### config.mk
export PLATFORM = sky130hd
export DESIGN_NAME = ucrh_front
export DESIGN_NICKNAME = d
export VERILOG_FILES = /design/src/hdl/ucrh_pkg.sv /design/src/hdl/ucrh_front.sv
export SDC_FILE = /design/constraint.sdc
export NUM_CORES = 1
export LEC_CHECK = 0
export BUFFER_PORTS_ARGS = -buffer_cell sky130_fd_sc_hd__buf_2
export CAP_MARGIN = 40
export CELL_PAD_IN_SITES_DETAIL_PLACEMENT = 1
export CELL_PAD_IN_SITES_GLOBAL_PLACEMENT = 2
export CORE_MARGIN = 2
export CORE_UTILIZATION = 28
export CTS_CLUSTER_SIZE = 12
export DETAILED_ROUTE_END_ITERATION = 12
export MAX_ROUTING_LAYER = met4
export PLACE_DENSITY = 0.92
export RECOVER_POWER = 100
export SLEW_MARGIN = 20
export SYNTH_ARGS = -nofsm -noshare
export SYNTH_HDL_FRONTEND = slang
export SYNTH_SLANG_ARGS = --single-unit
### constraint.sdc
create_clock -name clk -period 6.7 [get_ports clk]
set_input_delay 1.34 -clock clk [delete_from_list [all_inputs] [get_ports clk]]
set_output_delay 1.34 -clock clk [all_outputs]
set_load 0.05 [all_outputs]
### src/hdl/ucrh_pkg.sv
// ----------------------------------------------------------------------------
// ucrh_pkg
// Shared types and constants for the control request handler.
// ----------------------------------------------------------------------------
package ucrh_pkg;

    localparam int MEM_DEPTH = 4096;
    localparam int MEM_AW    = $clog2(MEM_DEPTH);

    localparam logic [1:0] HS_STALL  = 2'd0;
    localparam logic [1:0] HS_STATUS = 2'd1;
    localparam logic [1:0] HS_DATA   = 2'd2;

    localparam logic [2:0] SRC_NONE   = 3'd0;
    localparam logic [2:0] SRC_INLINE = 3'd1;
    localparam logic [2:0] SRC_DEVICE = 3'd2;
    localparam logic [2:0] SRC_CONFIG = 3'd3;
    localparam logic [2:0] SRC_REPORT = 3'd4;

    localparam logic [7:0] CMD_BURST_HI = 8'h10;
    localparam logic [7:0] CMD_END      = 8'hed;
    localparam logic [7:0] CMD_READ     = 8'hb5;
    localparam logic [7:0] CMD_WRITE1   = 8'hb6;

    // classified work handed from front to back
    typedef enum logic [2:0] {
        OP_PLAIN,
        OP_SET_ADDR,
        OP_GET_REPORT,
        OP_GET_IDLE,
        OP_REPORT_CMD,
        OP_SET_IDLE
    } op_t;

    typedef struct packed {
        op_t         op;
        logic [1:0]  hs;
        logic [2:0]  src;
        logic [3:0]  off;
        logic [5:0]  len;
        logic [63:0] inl;
        logic [7:0]  vlo;
        logic [7:0]  vhi;
        logic [7:0]  len_in;
        logic [63:0] payload;
    } job_t;

    typedef struct packed {
        logic [1:0]  hs;
        logic [2:0]  src;
        logic [3:0]  off;
        logic [5:0]  len;
        logic [63:0] inl;
        logic [6:0]  addr;
        logic        done;
    } result_t;

    typedef enum logic [2:0] {
        ST_CLEAR,
        ST_IDLE,
        ST_MEM,
        ST_WAIT,
        ST_OUT
    } exec_state_t;

endpackage

### src/hdl/ucrh_front.sv
// ----------------------------------------------------------------------------
// ucrh_front
// Accepts setup words and decodes them into jobs for the back end.
// ----------------------------------------------------------------------------
module ucrh_front
(
    input  logic             clk,
    input  logic             rst_n,
    input  logic             in_valid,
    output logic             in_ready,
    input  logic [103:0]     in_data,
    output logic             job_valid,
    input  logic             job_ready,
    output ucrh_pkg::job_t   job
);

    logic               full_reg;
    ucrh_pkg::job_t     job_reg;
    ucrh_pkg::job_t     job_next;
    logic [7:0] rtype, code, vlo, vhi, len;

    assign rtype = in_data[7:0];
    assign code  = in_data[15:8];
    assign vlo   = in_data[23:16];
    assign vhi   = in_data[31:24];
    assign len   = in_data[39:32];

    assign in_ready  = !full_reg || job_ready;
    assign job_valid = full_reg;
    assign job       = job_reg;

    always_comb
    begin
        job_next = '0;
        job_next.op      = ucrh_pkg::OP_PLAIN;
        job_next.hs      = ucrh_pkg::HS_DATA;
        job_next.src     = ucrh_pkg::SRC_NONE;
        job_next.vlo     = vlo;
        job_next.vhi     = vhi;
        job_next.len_in  = len;
        job_next.payload = in_data[103:40];
        if (rtype[6:5] == 2'b00)
        begin
            case (code)
                8'd0:
                begin
                    job_next.src = ucrh_pkg::SRC_INLINE;
                    job_next.len = 6'd2;
                end
                8'd5:
                begin
                    job_next.op = ucrh_pkg::OP_SET_ADDR;
                    job_next.hs = ucrh_pkg::HS_STATUS;
                end
                8'd6:
                begin
                    if (rtype == 8'h80)
                    begin
                        if (vhi == 8'd1)
                        begin
                            job_next.src = ucrh_pkg::SRC_DEVICE;
                            job_next.len = (len > 8'd63) ? 6'd63 : len[5:0];
                        end
                        else if (vhi == 8'd2)
                        begin
                            job_next.src = ucrh_pkg::SRC_CONFIG;
                            job_next.len = (len > 8'd27) ? 6'd27 : len[5:0];
                        end
                        else
                            job_next.hs = ucrh_pkg::HS_STALL;
                    end
                    else if (rtype == 8'h81)
                    begin
                        if (vhi == 8'h21)
                        begin
                            job_next.src = ucrh_pkg::SRC_CONFIG;
                            job_next.off = 4'd9;
                            job_next.len = 6'd9;
                        end
                        else if (vhi == 8'h22)
                        begin
                            job_next.src = ucrh_pkg::SRC_REPORT;
                            job_next.len = 6'd23;
                        end
                    end
                    else
                        job_next.hs = ucrh_pkg::HS_STALL;
                end
                8'd8:
                begin
                    job_next.src = ucrh_pkg::SRC_INLINE;
                    job_next.len = 6'd1;
                    job_next.inl = 64'd1;
                end
                8'd9:    job_next.hs = ucrh_pkg::HS_STATUS;
                default: job_next.hs = ucrh_pkg::HS_STALL;
            endcase
        end
        else if (rtype[5])
        begin
            case (code)
                8'd1:
                begin
                    job_next.op  = ucrh_pkg::OP_GET_REPORT;
                    job_next.src = ucrh_pkg::SRC_INLINE;
                    job_next.len = 6'd8;
                end
                8'd2:
                begin
                    job_next.op  = ucrh_pkg::OP_GET_IDLE;
                    job_next.src = ucrh_pkg::SRC_INLINE;
                    job_next.len = 6'd1;
                end
                8'd9:
                begin
                    job_next.op = ucrh_pkg::OP_REPORT_CMD;
                    job_next.hs = ucrh_pkg::HS_STATUS;
                end
                8'd10:
                begin
                    job_next.op = ucrh_pkg::OP_SET_IDLE;
                    job_next.hs = ucrh_pkg::HS_STATUS;
                end
                default: job_next.hs = ucrh_pkg::HS_STALL;
            endcase
        end
    end

    always_ff @(posedge clk or negedge rst_n)
    begin
        if (!rst_n)
            full_reg <= 1'b0;
        else if (in_ready)
            full_reg <= in_valid;
    end

    always_ff @(posedge clk)
    begin
        if (in_valid && in_ready)
            job_reg <= job_next;
    end

endmodule

==> impl_metrics.py, run 1 <==
metrics = {
    "drt": {
        "drt_iter0_drc": 171,
        "viasPerCell": 4.19,
        "wire_per_inst_um": 17.8,
        "wl_mm": 12.1,
        "antenna_left": 0,
        "vias": 2852,
        "post-route-drc-count": 0,
        "drt_pass1_iterations": 4,
    },
    "sta": {
        "finalSetupViolCount": 0,
        "slew_headroom_pct": -37.9,
        "worst_slew_pin_slew_ns": 2.07,
        "clock-skew-final_ns": 0.00450,
        "period_minus_slack_ns": 3.99,
        "hold_violations": 0,
        "finalMaxSlewViolations": 34,
        "rsz0062_at_grt": "no",
        "timing.final.crit_share_pct": 59.5,
        "max_freq_mhz": 251,
        "tns_ns": 0,
        "holdWs_ns": 0.620,
    },
    "yosys": {
        "seq_area_frac_synth_pct": 73.2,
        "syn-cell-area_um2": 4300,
        "synth_cell_type_count": 44,
        "ys.flop_type": "edfxtp_1",
        "synth_cells": 264,
        "synth_edf_count": 104,
        "ys_ff_latch": 105,
        "avgSynthCellArea_um2": 16.3,
        "synth_warnings": 0,
        "async_reset_ff_share_pct": 0.952,
    },
    "critical_path": {
        "crit_arrival_ns": 4.00,
        "crit_fanout": 66,
        "cp.required_ns": 6.71,
        "path_class": "in2reg",
        "cp-end-kind": "flop",
        "cp-start-kind": "input pin",
    },
    "worst_hold_path": {
        "holdCritPathClass": "reg2reg",
    },
    "cells_and_area": {
        "fill_cells": 1723,
        "seqCellArea_um2": 3150,
        "layout_common_cells": "126 x clkbuf_1, 104 x edfxtp_1, 89 x buf_2, 65 x conb_1, 12 x nor2_1",
        "drive_gt1_share_pct": 23.7,
        "multi_input_area_um2": 847,
        "largest_reg_flops": 104,
        "antenna_cells": 0,
        "nets": 596,
        "synthToLayoutAreaGrowth_pct": 27.7,
        "final_common_cell": "clkbuf_1",
    },
    "floorplanning": {
        "pin_count": 280,
        "num_rows": 45,
        "die_y_um": 128,
        "die_w_um": 128,
        "start_util_pct": 28.5,
        "coreArea_um2": 15100,
        "die_area_um2": 16400,
    },
    "place": {
        "port_buffers": 214,
        "hpwl_mm": 9.81,
        "gp_congestion": 0.864,
    },
    "cts": {
        "htreeDepth": 3,
        "root_buffer": "clkbuf_16",
        "clock_sinks": 105,
        "path_clk_slew_ns": 0.07,
        "insertion_delay_ns": 0.34,
        "post_cts_resized": 0,
        "cts.hold.buffers_added": 0,
        "postCtsSetupBuffers": 0,
        "clock_path_buffers": 2,
        "tritoncts": "built",
        "numCtsBuffers": 9,
    },
    "power_and_ir_drop": {
        "cellLeakagePower_uw": 0.00208,
        "power_density_nw_per_um2": 292,
        "peakVddDrop_v": 0.000109,
        "report.power.total_uw": 1600,
    },
    "global_routing": {
        "antenna_found_initial": 0,
        "grt_pass1_wl_mm": 17.1,
        "grt_overflow": 0,
        "grt_pass1_vias": 2938,
        "grt_max_degree": 73,
        "grt.total_usage_pct": 14.5,
    },
    "status": {
        "violations": "max-capacitance violations, max-slew violations",
        "status": "finished, violations left",
    },
    "run": {
        "maxCapViolCount": 1,
    },
}
-- final cells by class --
type	instances	share of cell area, %
timing repair buffer	216	17.2
clock inverter	7	1.44
inverter	2	0.137
tap	188	4.29
sequential	105	57.4
multi-input combinational	154	15.4
clock buffer	9	4.10
-- final timing paths --
| check | startpoint | end | slack, ns | cells after the start |
|---|---|---|---|---|
| worst min-delay path | job_valid$_DFFE_PN0N_ | job_valid$_DFFE_PN0N_ | 0.62 | 2 |
| worst max register to register | job_valid$_DFFE_PN0N_ | job[48]$_DFFE_PP_ | 3.40 | 4 |
| worst max-delay path | job_ready | job[48]$_DFFE_PP_ | 2.71 | 5 |
| min in group asynchronous | rst_n | job_valid$_DFFE_PN0N_ | 0.76 | 1 |
| max in group asynchronous | rst_n | job_valid$_DFFE_PN0N_ | 5.82 | 1 |
| worst min register to register | job_valid$_DFFE_PN0N_ | job_valid$_DFFE_PN0N_ | 0.62 | 2 |
-- report_power, final --
group | leakage [uW] | internal, uW | switching, uW | total (uW)
registers | 0.00101 | 763 | 9.98 | 773
logic | 0.000927 | 41.9 | 257 | 299
clock network | 0.000139 | 294 | 239 | 533
total | 0.00208 | 1100 | 506 | 1600
-- synthesized netlist by cell type, types with 2 or more instances --
cell | count | area (um^2)
a211oi_1 | 2 | 15.0
a21o_1 | 2 | 15.0
a21oi_1 | 4 | 20.0
a31oi_1 | 4 | 25.0
and2_1 | 3 | 18.8
and3_1 | 2 | 12.5
buf_4 | 66 | 495
edfxtp_1 | 104 | 3120
inv_1 | 2 | 7.51
nand2_1 | 10 | 37.5
nand2b_1 | 4 | 25.0
nand2b_4 | 3 | 41.3
nand3b_1 | 2 | 15.0
nor2_1 | 12 | 45.0
nor2b_1 | 2 | 12.5
nor3_1 | 4 | 20.0
nor4_1 | 2 | 12.5
nor4_2 | 2 | 25.0
nor4_4 | 3 | 63.8
o21ai_0 | 5 | 25.0
o31ai_1 | 2 | 15.0
or4_4 | 2 | 22.5
-- logic make-up (layout without fill, tap and decap cells) --
kind of cell | Yosys count | in the layout | share of synthesized area, %
DFF | 105 | 105 | 73.2
buffers and inverters | 69 | 234 | 11.8
and+or+nand+nor | 59 | 59 | 10.1
AOI/OAI and AO/OA | 28 | 28 | 4.37
xor gates and xnor gates | 2 | 2 | 0.408
other | 1 | 65 | 0.0873
-- worst max-delay path, cell delays in order --
cell and delay, ns:
buf_2 0.07, nand2b_1 0.14, and2_0 1.54, clkbuf_1 0.50
buf_16 0.35
-- routing by layer --
metal,vias up,global-route usage (%),part of all wire (%)
met5,-,-,0
met4,0,6.08,1.8
met3,20,5.72,12
met2,175,27.1,54
met1,1354,12.9,32
li1,1303,-,-
-- through the flow --
step | cell area, um^2 | cells | setup WS (ns) | util (%)
after global placement | 5360 | 664 | 3.55 | 35.5
after floorplan | 4540 | 328 | 1.94 | -
after CTS | 5660 | 680 | 3.52 | 37.5
after global routing | 5490 | 681 | 2.48 | 36.4
after detailed placement | 5360 | 664 | 3.48 | 35.5
final | 5490 | 681 | 2.71 | 36.4
No activity file was read; power rests on OpenSTA's default activity.
==> inputs of run 2 (changes only) <==
CORE_UTILIZATION = 23   (was 28)
PLACE_DENSITY = 0.81   (was 0.92)
clock period = 3.2 ns   (was 6.7 ns; I/O delays follow)
==> impl_metrics.py, run 2 (synthesized netlist as in run 1, its figures left out) <==
metrics = {
    "sta": {
        "hold_violations": 0,
        "finalSetupViolCount": 0,
        "finalMaxSlewViolations": 0,
        "slew_headroom_pct": 26.1,
        "rsz0062_at_grt": "no",
        "period_minus_slack_ns": 2.38,
        "fin_ws_ns": 0.819,
        "timing.final.crit_share_pct": 74.4,
        "max_freq_mhz": 420,
        "worst_slew_pin_slew_ns": 1.11,
        "clock-skew-final_ns": 0.00670,
        "tns_ns": 0,
    },
    "critical_path": {
        "path_class": "in2reg",
        "cp-start-kind": "input pin",
        "cp_num_buf_inv": 2,
        "cpPeakStageDelay_ns": 0.91,
        "crit_arrival_ns": 2.33,
        "cp.required_ns": 3.15,
        "crit_family": "buffers and inverters",
        "reg2reg_slack_ns": 0.83,
        "cp_cell_sequence": "buf_2 > nand2b_1 > and2_4 > clkbuf_2",
        "crit_fanout": 44,
        "cp-end-kind": "flop",
        "worst_path_max_delay_cell": "clkbuf_2",
    },
    "global_routing": {
        "global_route.usage.met3_pct": 4.08,
        "grt_max_degree": 45,
        "grt_pass1_wl_mm": 18.3,
        "grtUsageMet2_pct": 22.6,
        "grt.busiest_layer": "met2",
        "grt.total_usage_pct": 12.6,
        "grt_overflow": 0,
        "gr-usage-met1_pct": 13.4,
        "grt_pass1_vias": 2933,
        "antenna_found_initial": 1,
    },
    "cts": {
        "path_clk_slew_ns": 0.07,
        "numCtsBuffers": 9,
        "root_buffer": "clkbuf_16",
        "post_cts_resized": 0,
        "insertion_delay_ns": 0.33,
        "clock_sinks": 105,
        "htreeDepth": 3,
        "clock_path_buffers": 2,
        "tritoncts": "built",
        "cts.hold.buffers_added": 0,
        "postCtsSetupBuffers": 0,
    },
    "drt": {
        "antenna_left": 0,
        "drt_iter0_drc": 108,
        "wire_per_inst_um": 17.4,
        "drt_pass1_iterations": 7,
        "viasPerCell": 4.00,
        "vias": 2898,
        "wl_mm": 12.6,
        "post-route-drc-count": 0,
    },
    "place": {
        "preCtsSetupSlack_ns": 0.943,
        "hpwl_mm": 10.4,
        "placed_cells": 707,
        "port_buffers": 214,
        "gp_congestion": 0.805,
    },
    "floorplanning": {
        "num_rows": 49,
        "die_w_um": 141,
        "pin_count": 280,
        "start_util_pct": 23.7,
        "coreArea_um2": 18100,
        "die_y_um": 141,
        "die_area_um2": 19800,
    },
    "cells_and_area": {
        "nets": 597,
        "utilization_pct": 30.3,
        "final_common_cell": "clkbuf_1",
        "largest_reg_flops": 104,
        "layout_common_cells": "130 x clkbuf_1, 104 x edfxtp_1, 87 x buf_2, 65 x conb_1, 12 x nor2_1",
        "synthToLayoutAreaGrowth_pct": 28.1,
        "layoutNonFillerInstCount": 724,
        "drive_gt1_share_pct": 23.3,
        "fill_cells": 2070,
    },
    "power_and_ir_drop": {
        "cellLeakagePower_uw": 0.00205,
        "power_density_nw_per_um2": 598,
        "peakVddDrop_v": 0.000257,
    },
    "status": {
        "status": "finished, final reports clean",
    },
    "run": {
        "maxCapViolCount": 0,
    },
    "worst_hold_path": {
        "holdCritPathClass": "in2async",
    },
}
run 2: changes by cell type in the layout (fill, tap and decap cells not counted), sizes merged:
cell / change
clkbuf: +5
buf: -3
clkinvlp: -3
inv: +2
bufinv: -1
clkinv: +1
diode: +1
run 2: final timing paths:
| kind | from | to | depth (start not counted) |
|---|---|---|---|
| min in group clk | in_data[50] | job[10]$_DFFE_PP_ | 1 |
| setup reg to reg | job_valid$_DFFE_PN0N_ | job[52]$_DFFE_PP_ | 3 |
| hold / removal | rst_n | job_valid$_DFFE_PN0N_ | 1 |
| setup / recovery | job_ready | job[52]$_DFFE_PP_ | 4 |
| max in group asynchronous | rst_n | job_valid$_DFFE_PN0N_ | 1 |
| hold reg to reg | job_valid$_DFFE_PN0N_ | job_valid$_DFFE_PN0N_ | 2 |
run 2: stage by stage:
stage	total power, uW	cell area [um^2]	hold slack, ns
2_1_floorplan	2180	4540	0.344
3_3_place_gp	2290	5430	0.416
3_5_place_dp	2310	5430	0.421
4_1_cts	3360	5720	0.0492
5_1_grt	3410	5510	0.0419
6_report	3290	5510	0.0666
run 2: area by class of cell:
cell class	count	area (um^2)	share of cell area, %
Antenna cell	1	2.50	0.0455
Clock buffer	10	229	4.16
Clock inverter	6	57.6	1.05
Inverter	2	7.51	0.136
Multi-Input combinational cell	154	850	15.4
Sequential cell	105	3150	57.2
Tap cell	229	287	5.20
Timing Repair Buffer	217	925	16.8
run 2: layer usage:
metal | wire length (um) | share of wire [%]
met2 | 6640 | 53
met3 | 1330 | 11
met1 | 4540 | 36
met5 | 0 | 0
met4 | 111 | 0.88
run 2: where the power goes:
part	internal [uW]	leakage [uW]	switching, uW
Clock	548	0.000141	502
Combinational	84.7	0.000899	539
Sequential	1600	0.00101	21.9
